<file path="config.mk">
export PLATFORM = sky130hd
export DESIGN_NAME = one_wire_bus_master
export DESIGN_NICKNAME = d
export VERILOG_FILES = /design/src/rtl/owm_pkg.sv /design/src/rtl/one_wire_bus_master.sv /design/src/rtl/owm_seq.sv
export SDC_FILE = /design/constraint.sdc
export NUM_CORES = 1
export LEC_CHECK = 0
export BUFFER_PORTS_ARGS = -buffer_cell sky130_fd_sc_hd__clkbuf_2
export CORE_UTILIZATION = 30
export DETAILED_ROUTE_END_ITERATION = 10
export PLACE_DENSITY = 0.42
export SLEW_MARGIN = 20
export SYNTH_ARGS = -nofsm -noshare
export SYNTH_HDL_FRONTEND = slang
export SYNTH_SLANG_ARGS = --single-unit
export TNS_END_PERCENT = 50
</file>
<file path="constraint.sdc">
create_clock -name clk -period 4.6 [get_ports clk]
set_input_delay 0.92 -clock clk [delete_from_list [all_inputs] [get_ports clk]]
set_output_delay 0.92 -clock clk [all_outputs]
set_load 0.05 [all_outputs]
</file>
<file path="src/rtl/owm_pkg.sv">
// Shared types and constants for the one-wire bus master.
package owm_pkg;

  // Number of buses served; commands addressed beyond it are rejected.
  localparam int NUM_PORTS = 4;

  // Mode codes of an input word.
  localparam logic [2:0] MODE_TICK  = 3'd0;
  localparam logic [2:0] MODE_RESET = 3'd1;
  localparam logic [2:0] MODE_WBYTE = 3'd2;
  localparam logic [2:0] MODE_RBYTE = 3'd3;
  localparam logic [2:0] MODE_WBIT  = 3'd4;
  localparam logic [2:0] MODE_RBIT  = 3'd5;

  // Sequencer phases.
  localparam logic [2:0] PH_IDLE     = 3'd0;
  localparam logic [2:0] PH_RST_LOW  = 3'd1;
  localparam logic [2:0] PH_RST_REL  = 3'd2;
  localparam logic [2:0] PH_RST_REC  = 3'd3;
  localparam logic [2:0] PH_SLOT_LOW = 3'd4;
  localparam logic [2:0] PH_SLOT_REL = 3'd5;
  localparam logic [2:0] PH_SLOT_REC = 3'd6;

  // Timing in microseconds.
  localparam logic [8:0] T_RST_LOW   = 9'd480;
  localparam logic [8:0] T_RST_REL   = 9'd70;
  localparam logic [8:0] T_RST_REC   = 9'd410;
  localparam logic [8:0] T_SLOT_LOW1 = 9'd6;
  localparam logic [8:0] T_SLOT_REL1 = 9'd64;
  localparam logic [8:0] T_SLOT_LOW0 = 9'd60;
  localparam logic [8:0] T_SLOT_REL0 = 9'd10;
  localparam logic [8:0] T_READ_SAMP = 9'd9;
  localparam logic [8:0] T_READ_REC  = 9'd55;
  localparam logic [3:0] BYTE_BITS   = 4'd8;

  // One input word.
  typedef struct packed {
    logic [2:0] mode;
    logic [1:0] port;
    logic [7:0] data;
    logic       line_level;
  } owm_item_t;

  // One result word.
  typedef struct packed {
    logic       drive_low;
    logic [1:0] active_port;
    logic       busy_res;
    logic       done_res;
    logic       presence;
    logic [7:0] read_value;
    logic       rejected;
  } owm_res_t;

endpackage

</file>
<file path="src/rtl/one_wire_bus_master.sv">
// Path: a word accepted into the input register passes through the sequencer into the result register.
// Throughput: one word per cycle while the result channel does not stall; the sequencer updates once per word.
// An input register and a result register decouple the two channels.
// Reset (rst_n low, synchronous) empties both registers and returns the bus
// sequencer to idle with all counters, flags and the shift byte cleared.
module one_wire_bus_master import owm_pkg::*; (
  input  logic       clk,
  input  logic       rst_n,
  input  logic       in_valid,
  output logic       in_ready,
  input  logic [2:0] in_mode,
  input  logic [1:0] in_port,
  input  logic [7:0] in_data,
  input  logic       in_line_level,
  output logic       out_valid,
  input  logic       out_ready,
  output logic       out_drive_low,
  output logic [1:0] out_active_port,
  output logic       out_busy_res,
  output logic       out_done_res,
  output logic       out_presence,
  output logic [7:0] out_read_value,
  output logic       out_rejected
);

  logic      s1_valid_r;
  owm_item_t s1_item_r;
  logic      out_valid_r;
  owm_res_t  out_res_r;
  owm_res_t  seq_res;
  logic      adv;

  // The input register moves on whenever the result register is free.
  assign adv      = !out_valid_r || out_ready;
  assign in_ready = !s1_valid_r || adv;

  // Input register.
  always_ff @(posedge clk) begin
    if (!rst_n) begin
      s1_valid_r <= 1'b0;
    end else if (in_ready) begin
      s1_valid_r <= in_valid;
    end
  end

  always_ff @(posedge clk) begin
    if (in_valid && in_ready) begin
      s1_item_r <= '{mode: in_mode, port: in_port, data: in_data,
                     line_level: in_line_level};
    end
  end

  owm_seq u_seq (
    .clk   (clk),
    .rst_n (rst_n),
    .step  (s1_valid_r && adv),
    .item  (s1_item_r),
    .res   (seq_res)
  );

  // Result register.
  always_ff @(posedge clk) begin
    if (!rst_n) begin
      out_valid_r <= 1'b0;
    end else if (adv) begin
      out_valid_r <= s1_valid_r;
    end
  end

  always_ff @(posedge clk) begin
    if (adv && s1_valid_r) begin
      out_res_r <= seq_res;
    end
  end

  assign out_valid       = out_valid_r;
  assign out_drive_low   = out_res_r.drive_low;
  assign out_active_port = out_res_r.active_port;
  assign out_busy_res    = out_res_r.busy_res;
  assign out_done_res    = out_res_r.done_res;
  assign out_presence    = out_res_r.presence;
  assign out_read_value  = out_res_r.read_value;
  assign out_rejected    = out_res_r.rejected;

  // A finishing word never reports the bus as still busy.
  assert property (@(posedge clk) disable iff (!rst_n)
    (out_valid_r && out_res_r.done_res) |-> !out_res_r.busy_res)
    else $error("done word reports busy");

  // A dropped command cannot also finish a sequence.
  assert property (@(posedge clk) disable iff (!rst_n)
    (out_valid_r && out_res_r.rejected) |-> !out_res_r.done_res)
    else $error("rejected word reports done");

  // A word held in the input register while the result stalls is kept.
  assert property (@(posedge clk) disable iff (!rst_n)
    (s1_valid_r && !adv) |=> s1_valid_r)
    else $error("stalled input word lost");

endmodule

</file>
<file path="src/rtl/owm_seq.sv">
// Timing sequencer: bus state and the result of one word.
module owm_seq import owm_pkg::*; (
  input  logic      clk,
  input  logic      rst_n,
  input  logic      step,
  input  owm_item_t item,
  output owm_res_t  res
);

  logic [2:0] phase_r, phase_nxt;
  logic [8:0] cnt_r, cnt_nxt;
  logic [3:0] bit_idx_r, bit_idx_nxt;
  logic [7:0] shift_r, shift_nxt;
  logic [2:0] cmd_r, cmd_nxt;
  logic [1:0] bus_r, bus_nxt;
  logic       pres_r, pres_nxt;

  logic       is_cmd;
  logic       port_bad;
  logic       cmd_write;
  logic       cmd_byte;
  logic       slot_bit;
  logic [8:0] cnt_inc;
  logic [3:0] bit_inc;
  logic       last_slot;
  logic       done;
  logic       rej;
  logic       nxt_read;

  assign is_cmd    = (item.mode >= MODE_RESET) && (item.mode <= MODE_RBIT);
  assign port_bad  = 32'(item.port) >= 32'(NUM_PORTS);
  assign cmd_write = (cmd_r == MODE_WBYTE) || (cmd_r == MODE_WBIT);
  assign cmd_byte  = (cmd_r == MODE_WBYTE) || (cmd_r == MODE_RBYTE);
  assign slot_bit  = shift_r[bit_idx_r[2:0]];
  assign cnt_inc   = cnt_r + 9'd1;
  assign bit_inc   = bit_idx_r + 4'd1;
  assign last_slot = bit_inc >= (cmd_byte ? BYTE_BITS : 4'd1);

  // Next state for the word being consumed.
  always_comb begin
    phase_nxt   = phase_r;
    cnt_nxt     = cnt_r;
    bit_idx_nxt = bit_idx_r;
    shift_nxt   = shift_r;
    cmd_nxt     = cmd_r;
    bus_nxt     = bus_r;
    pres_nxt    = pres_r;
    done        = 1'b0;
    rej         = 1'b0;
    if (step) begin
      if (is_cmd) begin
        if ((phase_r != PH_IDLE) || port_bad) begin
          rej = 1'b1;
        end else begin
          cmd_nxt     = item.mode;
          bus_nxt     = item.port;
          cnt_nxt     = '0;
          bit_idx_nxt = '0;
          if (item.mode == MODE_RESET) begin
            pres_nxt  = 1'b0;
            shift_nxt = '0;
            phase_nxt = PH_RST_LOW;
          end else begin
            if (item.mode == MODE_WBYTE) begin
              shift_nxt = item.data;
            end else if (item.mode == MODE_WBIT) begin
              shift_nxt = {7'd0, item.data[0]};
            end else begin
              shift_nxt = '0;
            end
            phase_nxt = PH_SLOT_LOW;
          end
        end
      end else if ((item.mode == MODE_TICK) && (phase_r != PH_IDLE)) begin
        cnt_nxt = cnt_inc;
        case (phase_r)
          PH_RST_LOW: begin
            if (cnt_inc >= T_RST_LOW) begin
              phase_nxt = PH_RST_REL;
              cnt_nxt   = '0;
            end
          end
          PH_RST_REL: begin
            if (cnt_inc >= T_RST_REL) begin
              pres_nxt  = ~item.line_level;
              phase_nxt = PH_RST_REC;
              cnt_nxt   = '0;
            end
          end
          PH_RST_REC: begin
            if (cnt_inc >= T_RST_REC) begin
              phase_nxt = PH_IDLE;
              cnt_nxt   = '0;
              done      = 1'b1;
            end
          end
          PH_SLOT_LOW: begin
            if (cnt_inc >= ((cmd_write && !slot_bit) ? T_SLOT_LOW0 : T_SLOT_LOW1)) begin
              phase_nxt = PH_SLOT_REL;
              cnt_nxt   = '0;
            end
          end
          PH_SLOT_REL: begin
            if (cmd_write) begin
              if (cnt_inc >= (slot_bit ? T_SLOT_REL1 : T_SLOT_REL0)) begin
                bit_idx_nxt = bit_inc;
                cnt_nxt     = '0;
                phase_nxt   = last_slot ? PH_IDLE : PH_SLOT_LOW;
                done        = last_slot;
              end
            end else if (cnt_inc >= T_READ_SAMP) begin
              if (item.line_level) begin
                shift_nxt = shift_r | (8'd1 << bit_idx_r[2:0]);
              end
              phase_nxt = PH_SLOT_REC;
              cnt_nxt   = '0;
            end
          end
          PH_SLOT_REC: begin
            if (cnt_inc >= T_READ_REC) begin
              bit_idx_nxt = bit_inc;
              cnt_nxt     = '0;
              phase_nxt   = last_slot ? PH_IDLE : PH_SLOT_LOW;
              done        = last_slot;
            end
          end
          default: begin
            phase_nxt = PH_IDLE;
          end
        endcase
      end
    end
  end

  // Result word seen from the updated state.
  assign nxt_read        = (cmd_nxt == MODE_RBYTE) || (cmd_nxt == MODE_RBIT);
  assign res.drive_low   = (phase_nxt == PH_RST_LOW) || (phase_nxt == PH_SLOT_LOW);
  assign res.active_port = bus_nxt;
  assign res.busy_res    = phase_nxt != PH_IDLE;
  assign res.done_res    = done;
  assign res.presence    = pres_nxt;
  assign res.read_value  = nxt_read ? shift_nxt : 8'd0;
  assign res.rejected    = rej;

  // State registers.
  always_ff @(posedge clk) begin
    if (!rst_n) begin
      phase_r   <= PH_IDLE;
      cnt_r     <= '0;
      bit_idx_r <= '0;
      shift_r   <= '0;
      cmd_r     <= '0;
      bus_r     <= '0;
      pres_r    <= 1'b0;
    end else begin
      phase_r   <= phase_nxt;
      cnt_r     <= cnt_nxt;
      bit_idx_r <= bit_idx_nxt;
      shift_r   <= shift_nxt;
      cmd_r     <= cmd_nxt;
      bus_r     <= bus_nxt;
      pres_r    <= pres_nxt;
    end
  end

endmodule
</file>
# --- Word level (Yosys, flattened, before mapping) ---
# Index checks and enable logic that the tools add are counted.
word_totals:
  regBits: 61
  output_inout_bits: 17
classes:
  n_bitwise: 3
  addsub: 2
  n_eq_ne: 20
  n_lt_le_gt_ge: 11
  reduce_logical: 22
  n_shift: 1
  muxes: 69
op_table:
  columns: ["op", "count"]
  rows:
  - ["9-bit 2-to-1 mux", 11]
  - ["8-bit 2-to-1 mux", 10]
  - ["9-bit case mux with 6 select lines", 1]
  - ["3-bit 2-to-1 mux", 17]
  - ["4-bit 2-to-1 mux", 7]
  - ["3-bit equality test (second input constant)", 7]
  - ["3-bit by 2-bit equality test with 1-bit output (second input constant)", 6]
  - ["9-bit >= comparator", 2]
  - ["9-bit >= comparator (second input constant)", 2]
  - ["3-bit case mux with 6 select lines", 1]
  - ["1-bit 2-to-1 mux", 14]
  - ["9-bit by 1-bit adder with 9-bit output (second input constant)", 1]
  - ["3-bit by 1-bit equality test with 1-bit output (second input constant)", 3]
  - ["9-bit by 4-bit >= comparator with 1-bit output (second input constant)", 1]
  - ["9-bit by 6-bit >= comparator with 1-bit output (second input constant)", 1]
  - ["9-bit by 7-bit >= comparator with 1-bit output (second input constant)", 1]
  - ["3-bit by 1-bit inequality test with 1-bit output (second input constant)", 3]
  - ["3-bit nonzero test", 3]
  - ["8-bit OR", 1]
  - ["4-bit case mux with 2 select lines", 1]
  - ["1-bit by 3-bit left shift with 8-bit output (first input constant)", 1]
  - ["7-bit 2-to-1 mux", 1]
  - ["7-bit AND reduction", 1]
  - ["1-bit logical OR", 6]
  - ["other kinds (17)", 26]

# --- Logic depth before layout (Yosys ltp) ---
# Gate-level depths: netlist of run 1.
depth:
  word_depth: 13
  mapped_depth: 14

# --- Hierarchy ---
# A second synthesis of run 1 with hierarchy kept.
unflattened:
  cells_unflattened: 456
  hier_area_um2: 3998.8
modules_own_cells:
  columns: ["module", "cells_per_inst", "seq_area_each_um2", "area_per_inst_um2", "n_inst"]
  rows:
  - ["owm_seq", 418, 600.6, 3024.2, 1]
  - ["one_wire_bus_master", 38, 910.9, 974.7, 1]

# --- Least setup slack after synthesis of run 1 ---
# OpenSTA, ideal clock, no wires.
synth_path:
  kind: "reg2reg"
  from: "reg u_seq.bit_idx_r[0]"
  to: "reg out_res_r (netlist bit out_busy_res), data pin"
  stages_incl_launch_ff: 12
  path_slack_ns: 1.213
  n_path_buf: 0
  t_required_ns: 4.341
  setup_time_ns: 0.259
  synth_period_minus_slack_ns: 3.387
  arrival_ns: 3.128
  path_cell_list: "dfxtp_1 -> mux4_2 -> mux2i_2 -> nand2_1 -> ha_1 -> a21o_1 -> a221o_1 -> o311ai_0 -> o311ai_0 -> a211oi_1 -> o21ai_1 -> or2_1"
synth_lines:
  columns: ["item", "line_no", "source"]
  rows:
  - ["from (decl)", "owm_seq.sv:12", "logic [3:0] bit_idx_r, bit_idx_nxt;"]
  - ["from (signal assigned)", "owm_seq.sv:158", "bit_idx_r <= bit_idx_nxt;"]
  - ["to (signal assigned)", "one_wire_bus_master.sv:72", "out_res_r <= seq_res;"]
  - ["to (decl)", "one_wire_bus_master.sv:29", "owm_res_t out_res_r;"]

==> out/metrics.yaml, run 1 <==
worst_setup_path:
  criticalPathCategory: "reg2reg"
  worstSetupEndpointType: "flop"
  arrival_ns: 3.94
  reg2reg_from: "u_seq.cnt_r[0]"
  reg2reg_depth: 12
  cp_slowest_cell: "dfxtp_1"
  cp_slowest_stage_delay_ns: 0.59
  cp_max_fo: 13
  rrSetupSlack_ns: 0.74
  path_cells: "ha_1 > nand3_1 > xor2_1 > inv_1 > ha_1 > a21o_1 > a221o_1 > o311ai_0 > o311ai_0 > a211oi_1 > o21ai_1 > or2_1"
  start_kind: "flop"
  critPathTopFamily: "compound AO/OA/AOI/OAI gates"
  critPathBufInv: 1
  r2r_end: "out_busy_res"
  required_ns: 4.68
clocking:
  cts_resized: 0
  cts.sinks: 61
  cts_buffers: 9
  max-clock-path-buffers: 2
  clkTransAtPathRegs_ns: 0.05
  cts.htree.levels: 3
  post_cts_buffers: 0
  clock_latency_ns: 0.33
  cts_hold_buf: 0
  cts_tree: "built"
  cts_root_buffer: "clkbuf_16"
worst_hold_path:
  worstHoldStart: "u_seq.bit_idx_r[3]"
  hold_path.class: "reg2reg"
  whs_path_depth: 2
  hold_path_end: "u_seq.bit_idx_r[3]"
timing:
  slew_violations: 0
  rsz0062_at_grt: "false"
  setup_viol: 0
  slew_headroom_pct: 50.8
  final_hold_viol_count: 0
  tightest_slew_ns: 0.736
  fin_setup_tns_ns: 0
  fmax_mhz: 259
  fin_crit_sh_pct: 84.0
  final.min_clock_period_ns: 3.86
  clock_skew_ns: 0.00913
route:
  vias_per_cell: 5.20
  ant_nets: 0
  first_pass_iters: 4
  drt_iter0_drc: 217
  drc: 0
  vias: 2954
  finalWirelength_um: 9380
  wl_per_cell_um: 16.5
synth:
  synth-edff-count: 29
  synth.area.top_cells: "edfxtp_1, dfxtp_1, ha_1"
  ys.flop_type: "dfxtp_1"
  async_reset_ff_share_pct: 0
  syn_area_sq_um: 3700
  yosysWarnings: 0
  syn-instance-count: 387
  synth_top_cell_by_area: "edfxtp_1"
  synth-seq-cells: 61
  synth_top_area_share_pct: 23.6
  synth_cell_types: 75
  yosysSeqAreaShare_pct: 40.9
  synth.avg_cell_area_sq_um: 9.55
  synth_nets: 423
layout:
  diodes: 0
  area_delta_synth_final_pct: 16.7
  drive_gt1_share_pct: 19.7
  n_fill_cell: 1227
  design_area_sq_um: 4320
  fin_util_pct: 35.9
  final_nets: 452
grt:
  grt_usage_pct: 15.4
  grt_pass1_wl_um: 14900
  grt_pass1_vias: 2769
  overflow: 0
  antenna_found_initial: 0
  grt_max_degree: 25
floorplan:
  core-area_sq_um: 12000
  start_util_pct: 30.8
  die_height_um: 113
  num_rows: 40
  die_w_um: 113
  die_area_sq_um: 12800
  io_pins: 35
pwr:
  power.density_nw_per_um2: 346
  leakagePower_uw: 0.00165
  ir_worst_vdd_mv: 0.203
place:
  place_area_sq_um: 3980
  place.port_buffers: 34
  place_congestion: 0.832
  dpl.hpwl_um: 6820
status:
  status: "completed"
run:
  max-cap-violations: 0
## state kept, by name (all words and copies together), names as in the netlist, 2 cells and up
name and flops:
u_seq.cmd_r 3, u_seq.shift_r 8, u_seq.cnt_r 9, u_seq.bit_idx_r 4, u_seq.phase_r 3, out_active_port 2
u_seq.bus_r 2, out_read_value 8, s1_item_r 14
## through the flow
step	setup slack (ns)	std cells	total power [uW]	hold slack (ns)
global placement	0.849	552	737	0.453
CTS	0.741	568	1510	0.470
floorplan	1.21	387	698	0.441
finish	0.737	568	1490	0.467
detailed placement	0.741	552	738	0.461
global route	0.334	568	1550	0.486
## final cells by class
| class | instances | area, sq um | share of cell area, % |
|---|---|---|---|
| repair buffers | 38 | 200 | 4.64 |
| well taps | 147 | 184 | 4.26 |
| inverters | 13 | 48.8 | 1.13 |
| clock buffers | 10 | 229 | 5.31 |
| clock inverters | 6 | 103 | 2.38 |
| multi-input cells | 293 | 2040 | 47.3 |
| flip-flops and latches | 61 | 1510 | 35.0 |
## per-layer routing
layer,GRT usage [%],routed length (um),vias to the layer above
met5,0,0,-
met4,4.74,46,0
met3,3.43,326,2
met2,22.9,4190,54
met1,22.2,4820,1412
li1,-,-,1486
## cells in the mapped netlist, drive strengths merged, types with 6 or more instances
master   n
and2    13
nand4   13
nand2   48
nand3    8
nor3    10
edfxtp  29
clkbuf  12
nand2b   6
o21ai   11
a22o    11
a21oi   22
nor2    36
inv     13
nor2b    7
ha      18
buf      8
xnor2    8
a31oi    9
dfxtp   32
## placed cells by master (no fill, tap or decap), types with 3 or more instances in the layout
master,Yosys,routed
dfxtp_1,32,32
o21ai_0,6,6
ha_1,18,18
and2_1,13,13
a21o_1,3,3
nor2b_1,7,7
mux2i_1,3,3
or2_1,3,3
buf_4,5,4
nand2b_1,6,6
or3_1,5,5
nand4_1,13,13
bufinv_16,0,3
nand2_1,45,45
o22ai_1,5,5
edfxtp_1,29,29
nor2_1,36,36
a31oi_1,7,7
inv_2,3,3
nand2_2,3,3
nor3_1,8,8
o311ai_0,3,3
o21ai_1,5,5
a22o_1,11,11
a21oi_1,20,20
xor2_1,4,4
clkbuf_2,1,34
nand3_1,7,7
xnor2_1,7,7
clkbuf_16,0,9
inv_1,10,10
## power breakdown
group	internal (uW)	switching, uW	total [uW]
Sequential	589	15.0	604
Combinational	35.9	86.4	122
Clock	524	243	768
## cell families (layout without fill, tap and decap cells)
| logic type | after synthesis | count (layout) | share of synthesized area, % |
|---|---|---|---|
| adder cells (fa/ha/maj) | 19 | 19 | 6.40 |
| AO/OA/AOI/OAI | 93 | 93 | 19.7 |
| AND/OR/NAND/NOR | 160 | 160 | 22.3 |
| buffers and inverters | 33 | 67 | 3.96 |
| flip-flops | 61 | 61 | 40.9 |
| XOR/XNOR | 12 | 12 | 3.35 |
| multiplexers | 9 | 9 | 3.42 |
## worst max path at each step
stage,startpoint,endpoint,depth (start not counted)
2_1_floorplan,u_seq.bit_idx_r[0],out_busy_res,11
3_3_place_gp,u_seq.cnt_r[0],out_busy_res,12
5_1_grt,u_seq.cnt_r[0],out_busy_res,12
4_1_cts,u_seq.cnt_r[0],out_busy_res,12
3_5_place_dp,u_seq.cnt_r[0],out_busy_res,12
6_report,u_seq.cnt_r[0],out_busy_res,12
## worst reg2reg max path: cells and delay by family, from the launching register on
kind | cells | cell delay (ns)
AO/OA/AOI/OAI | 6 | 1.38
flip-flops | 1 | 0.59
buffers and inverters | 1 | 0.11
AND/OR/NAND/NOR | 2 | 0.43
XOR/XNOR | 1 | 0.28
adder cells (fa/ha/maj) | 2 | 0.81
No activity file was read; power rests on OpenSTA's default activity.
==> inputs of run 2 (changes only) <==
--- a/config.mk
+++ b/config.mk
@@ -8,7 +8,7 @@
 export BUFFER_PORTS_ARGS = -buffer_cell sky130_fd_sc_hd__clkbuf_2
 export CORE_UTILIZATION = 30
 export DETAILED_ROUTE_END_ITERATION = 10
-export PLACE_DENSITY = 0.42
+export PLACE_DENSITY = 0.44
 export SLEW_MARGIN = 20
 export SYNTH_ARGS = -nofsm -noshare
 export SYNTH_HDL_FRONTEND = slang
==> constraint.sdc (replaced) <==
create_clock -name clk -period 3.5 [get_ports clk]
set_input_delay 0.7 -clock clk [delete_from_list [all_inputs] [get_ports clk]]
set_output_delay 0.7 -clock clk [all_outputs]
set_load 0.05 [all_outputs]
==> out/metrics.yaml, run 2 (synthesized netlist as in run 1, its figures left out) <==
pwr:
  p_clk_share_pct: 46.1  # was 51.4%
  netSwitchingFraction_pct: 26.9  # was 23.1%
  power_switching_uw: 480  # was 345 uW
  combPwrFrac_pct: 9.7  # was 8.2%
  power.density_nw_per_um2: 408  # was 346 nW/um^2
  seqPwrFrac_pct: 44.2  # was 40.4%
  ir_worst_vdd_mv: 0.245  # was 0.203 mV
  leakagePower_uw: 0.00169  # was 0.00165 uW
  intPower_uw: 1310  # was 1150 uW
floorplan:
  die_w_um: 113  # unchanged
  num_rows: 40  # unchanged
  die_area_sq_um: 12800  # unchanged
  start_util_pct: 30.8  # unchanged
  io_pins: 35  # unchanged
  die_height_um: 113  # unchanged
  core-area_sq_um: 12000  # unchanged
worst_setup_path:
  worstSetupEndpointType: "flop"  # unchanged
  cp_max_fo: 4  # was 13
  start_kind: "flop"  # unchanged
  required_ns: 3.59  # was 4.68 ns
  arrival_ns: 3.37  # was 3.94 ns
  criticalPathCategory: "reg2reg"  # unchanged
layout:
  largestRegisters: "s1_item_r x14, u_seq.cnt_r x9"  # unchanged
  final_nets: 466  # was 452
  largest_reg_flops: 14  # unchanged
  diodes: 0  # unchanged
  design_area_sq_um: 4380  # was 4320 sq um
  drive_gt1_share_pct: 23.4  # was 19.7%
  area_delta_synth_final_pct: 18.4  # was 16.7%
  largest_register: "s1_item_r"  # unchanged
  n_fill_cell: 1240  # was 1227
  final_common_cell: "nand2_1"  # unchanged
  final_cell_mix: "nand2_1, nor2_1, clkbuf_2"  # unchanged
timing:
  clock_skew_ns: 0.00755  # was 0.00913 ns
  final_hold_viol_count: 0  # unchanged
  setup_viol: 0  # unchanged
  tightest_slew_ns: 0.715  # was 0.736 ns
  final.min_clock_period_ns: 3.28  # was 3.86 ns
  slew_headroom_pct: 52.2  # was 50.8%
  fin_setup_tns_ns: 0  # unchanged
  slew_violations: 0  # unchanged
  fin_crit_sh_pct: 93.8  # was 84.0%
  rsz0062_at_grt: "false"  # unchanged
  fmax_mhz: 305  # was 259 MHz
status:
  status: "completed"  # unchanged
place:
  dpl.hpwl_um: 6940  # was 6820 um
  place.port_buffers: 34  # unchanged
  place_area_sq_um: 4090  # was 3980 sq um
  place_congestion: 0.801  # was 0.832
worst_hold_path:
  hold_path.class: "reg2reg"  # unchanged
grt:
  grt_pass1_vias: 2956  # was 2769
  grt_pass1_wl_um: 15400  # was 14900 um
  antenna_found_initial: 0  # unchanged
  grt_usage_pct: 15.9  # was 15.4%
  overflow: 0  # unchanged
  grt_max_degree: 25  # unchanged
clocking:
  clock_latency_ns: 0.34  # was 0.33 ns
  cts.htree.levels: 3  # unchanged
  cts_buffers: 9  # unchanged
  cts_root_buffer: "clkbuf_16"  # unchanged
  max-clock-path-buffers: 2  # unchanged
  cts_tree: "built"  # unchanged
  cts.sinks: 61  # unchanged
  clkTransAtPathRegs_ns: 0.06  # was 0.05 ns
  cts_hold_buf: 0  # unchanged
run:
  max-cap-violations: 0  # unchanged
route:
  drc: 0  # unchanged
  ant_nets: 0  # unchanged
  drt_iter0_drc: 157  # was 217
  vias: 3070  # was 2954
  first_pass_iters: 6  # was 4
  vias_per_cell: 5.27  # was 5.20
  wl_per_cell_um: 16.3  # was 16.5 um
  finalWirelength_um: 9460  # was 9380 um
## run 2: cell count changes in the layout (fill, tap and decap cells not counted), moves of 2 or more
cell | before | now
clkinv_1 | 2 | 0
buf_4 | 4 | 18
clkinv_4 | 0 | 2
bufinv_16 | 3 | 0
clkinvlp_4 | 0 | 2
## run 2: area by class of cell
class | instances | area (sq um) | share of cell area [%]
clock buffers | 9 | 225 | 5.14
clock inverters | 7 | 51.3 | 1.17
flip-flops and latches | 61 | 1510 | 34.6
multi-input cells | 293 | 2050 | 46.8
repair buffers | 52 | 305 | 6.97
well taps | 147 | 184 | 4.20
inverters | 13 | 48.8 | 1.11
## run 2: power by group through the flow
| stage | clock network (uW) | registers [uW] | logic (uW) |
|---|---|---|---|
| 6_report | 824 | 789 | 173 |
| 5_1_grt | 882 | 791 | 188 |
| 4_1_cts | 857 | 789 | 175 |
| 3_5_place_dp | 0 | 804 | 174 |
| 3_3_place_gp | 0 | 804 | 172 |
| 2_1_floorplan | 0 | 828 | 89.3 |
## run 2: worst paths after layout
path | start | to | slack (ns) | cells past startpoint
worst max-delay path | u_seq.bit_idx_r[0] | out_busy_res | 0.22 | 11
worst max register to register | u_seq.bit_idx_r[0] | out_busy_res | 0.22 | 11
worst min register to register | u_seq.cmd_r[2] | u_seq.cmd_r[2] | 0.47 | 2
worst min-delay path | u_seq.cmd_r[2] | u_seq.cmd_r[2] | 0.47 | 2
## run 2: what timing repair did
action                                  CTS  global route
endpoints found under the setup margin    1             4
buffers inserted                          0             0
resized for setup                         1             3
## run 2: through the flow
| step | hold WS (ns) | utilization, % | power, uW | setup slack (ns) | cells |
|---|---|---|---|---|---|
| after floorplan | 0.441 | - | 917 | 0.113 | 387 |
| after global placement | 0.458 | 34.0 | 975 | 0.0726 | 566 |
| after detailed placement | 0.468 | 34.0 | 978 | 0.0242 | 566 |
| after CTS | 0.477 | 36.4 | 1820 | 0.0313 | 582 |
| after global routing | 0.500 | 36.4 | 1860 | 0.00961 | 582 |
| final | 0.474 | 36.4 | 1790 | 0.216 | 582 |
## run 2: metal layers
layer | share of wire [%] | wire length, um | track usage, % | up-vias
li1 | - | - | - | 1517
met1 | 49 | 4660 | 21.2 | 1478
met2 | 45 | 4250 | 24.7 | 61
met3 | 4.2 | 395 | 3.54 | 14
met4 | 1.7 | 157 | 6.40 | 0
met5 | 0 | 0 | 0 | -
## run 2: critical path: stages (launching register included)
cell and delay [ns]:
dfxtp_2 0.36, mux4_2 0.54, mux2i_4 0.18, nand2_2 0.11, ha_1 0.30, a21o_1 0.18
a221o_1 0.37, o311ai_1 0.24, o311ai_0 0.17, a211oi_1 0.22, o21ai_1 0.13, or2_1 0.23
==> inputs of run 3 (changes only) <==
==> constraint.sdc (replaced) <==
create_clock -name clk -period 3.5 [get_ports clk]
set_input_delay 0.525 -clock clk [delete_from_list [all_inputs] [get_ports clk]]
set_output_delay 0.525 -clock clk [all_outputs]
set_load 0.05 [all_outputs]
==> out/metrics.yaml, run 3 (synthesized netlist as in run 1, its figures left out) <==
layout:
  final_cell_mix: "nand2_1, nor2_1, clkbuf_2"  # unchanged
  largestRegisters: "s1_item_r x14, u_seq.cnt_r x9"  # unchanged
  area_delta_synth_final_pct: 20.3  # was 18.4%
  diodes: 0  # unchanged
  drive_gt1_share_pct: 23.1  # was 23.4%
  final_nets: 464  # was 466
  largest_register: "s1_item_r"  # unchanged
  final_common_cell: "nand2_1"  # unchanged
  largest_reg_flops: 14  # unchanged
worst_setup_path:
  cp_max_fo: 4  # unchanged
  critPathTopFamily: "compound AO/OA/AOI/OAI gates"  # unchanged
  criticalPathCategory: "reg2reg"  # unchanged
  start_kind: "flop"  # unchanged
  r2r_end: "out_busy_res"  # unchanged
  cp_common_cell: "o311ai_1"
  reg2reg_depth: 11  # unchanged
  reg2reg_from: "u_seq.bit_idx_r[0]"  # unchanged
  arrival_ns: 3.41  # was 3.37 ns
  critPathBufInv: 0  # unchanged
  cp_slowest_stage_delay_ns: 0.53  # was 0.54 ns
  worstSetupEndpointType: "flop"  # unchanged
  path_cells: "mux4_2 > mux2i_4 > nand2_4 > ha_4 > a21o_1 > a221o_1 > o311ai_1 > o311ai_1 > a211oi_1 > o21ai_1 > or2_1"  # was mux4_2 > mux2i_4 > nand2_2 > ha_1 > a21o_1 > a221o_1 > o311ai_1 > o311ai_0 > a211oi_1 > o21ai_1 > or2_1
  required_ns: 3.58  # was 3.59 ns
  rrSetupSlack_ns: 0.17  # was 0.22 ns
  cp_slowest_cell: "mux4_2"  # unchanged
pwr:
  ir_worst_vdd_mv: 0.247  # was 0.245 mV
  power_uw: 1980  # was 1790 uW
  power.density_nw_per_um2: 446  # was 408 nW/um^2
  leakagePower_uw: 0.00172  # was 0.00169 uW
timing:
  final.min_clock_period_ns: 3.33  # was 3.28 ns
  rsz0062_at_grt: "false"  # unchanged
  clock_skew_ns: 0.0115  # was 0.00755 ns
  final_hold_viol_count: 0  # unchanged
  fin_crit_sh_pct: 95.2  # was 93.8%
  fin_setup_tns_ns: 0  # unchanged
  slew_headroom_pct: 52.7  # was 52.2%
  setup_viol: 0  # unchanged
  fmax_mhz: 300  # was 305 MHz
  tightest_slew_ns: 0.707  # was 0.715 ns
  slew_violations: 0  # unchanged
grt:
  grt_max_degree: 20  # was 25
  grt_pass1_vias: 2915  # was 2956
  grt_pass1_wl_um: 15300  # was 15400 um
  grt_usage_pct: 15.7  # was 15.9%
  antenna_found_initial: 0  # unchanged
  overflow: 0  # unchanged
route:
  drt_iter0_drc: 193  # was 157
  first_pass_iters: 6  # unchanged
  vias: 3010  # was 3070
  ant_nets: 0  # unchanged
  wl_per_cell_um: 15.9  # was 16.3 um
  vias_per_cell: 5.19  # was 5.27
  drc: 0  # unchanged
  finalWirelength_um: 9210  # was 9460 um
worst_hold_path:
  worstHoldStart: "in_mode[1]"  # was u_seq.cmd_r[2]
  hold_path.class: "in2reg"  # was reg2reg
  hold_path_end: "s1_item_r[12]"  # was u_seq.cmd_r[2]
  whs_path_depth: 1  # was 2
run:
  max-cap-violations: 0  # unchanged
floorplan:
  die_height_um: 113  # unchanged
  num_rows: 40  # unchanged
  start_util_pct: 30.8  # unchanged
  core-area_sq_um: 12000  # unchanged
  die_area_sq_um: 12800  # unchanged
  io_pins: 35  # unchanged
  die_w_um: 113  # unchanged
place:
  dpl.hpwl_um: 6820  # was 6940 um
  place.port_buffers: 34  # unchanged
  place_congestion: 0.801  # about the same
clocking:
  max-clock-path-buffers: 2  # unchanged
  cts_root_buffer: "clkbuf_16"  # unchanged
  cts_buffers: 9  # unchanged
  cts.sinks: 61  # unchanged
  clock_latency_ns: 0.34  # about the same
  clkTransAtPathRegs_ns: 0.05  # was 0.06 ns
  cts.htree.levels: 3  # unchanged
  cts_tree: "built"  # unchanged
status:
  status: "completed"  # unchanged
## run 3: per-layer routing
metal,global-route usage (%),wire length [um],up-vias
li1,-,-,1510
met1,22.1,4710,1444
met2,23.3,4100,49
met3,3.96,304,7
met4,5.70,106,0
met5,0,0,-
## run 3: through the flow
step                      instances  hold WS, ns  setup slack, ns  util [%]  area, sq um
final                           580        0.364            0.167      37.0         4450
after global routing            580        0.348          0.00335      37.0         4450
after CTS                       580        0.351           0.0316      36.8         4430
after detailed placement        564        0.464          -0.0363      33.9         4070
after global placement          564        0.457           0.0722      33.9         4070
after floorplan                 387        0.441            0.113         -         3700
## run 3: cell type report
cell class | instances | area (sq um)
clock inverters | 6 | 111
flip-flops and latches | 61 | 1520
inverters | 13 | 48.8
repair buffers | 50 | 290
fillers | 1231 | 7560
clock buffers | 10 | 229
multi-input cells | 293 | 2070
well taps | 147 | 184
## run 3: where the power goes
group	switching, uW	total, uW	internal, uW
Sequential	19.1	793	774
Combinational	115	168	52.4
Clock	327	1020	695
Total	462	1980	1520
## run 3: how the worst max path moves through the flow
| stage | from | cells after the start | to |
|---|---|---|---|
| floorplan | u_seq.bit_idx_r[0] | 11 | out_busy_res |
| global route | u_seq.bit_idx_r[0] | 12 | out_busy_res |
| CTS | u_seq.bit_idx_r[0] | 11 | out_busy_res |
| detailed placement | u_seq.bit_idx_r[0] | 11 | out_busy_res |
| finish | u_seq.bit_idx_r[0] | 11 | out_busy_res |
| global placement | u_seq.bit_idx_r[0] | 11 | out_busy_res |
## run 3: what timing repair did
action | in CTS | in global routing
hold buffers | 0 | 0
gates resized for setup | 2 | 6
setup buffers | 0 | 0
pin swaps | 0 | 3
cloned | 0 | 0
hold endpoints to repair | 0 | 0
setup endpoints to repair | 1 | 2
## run 3: worst register-to-register path: stages (launching register included)
cell and delay [ns]:
dfxtp_4 0.36, mux4_2 0.53, mux2i_4 0.22, nand2_4 0.10
ha_4 0.23, a21o_1 0.17, a221o_1 0.38, o311ai_1 0.28
o311ai_1 0.14, a211oi_1 0.27, o21ai_1 0.16, or2_1 0.25
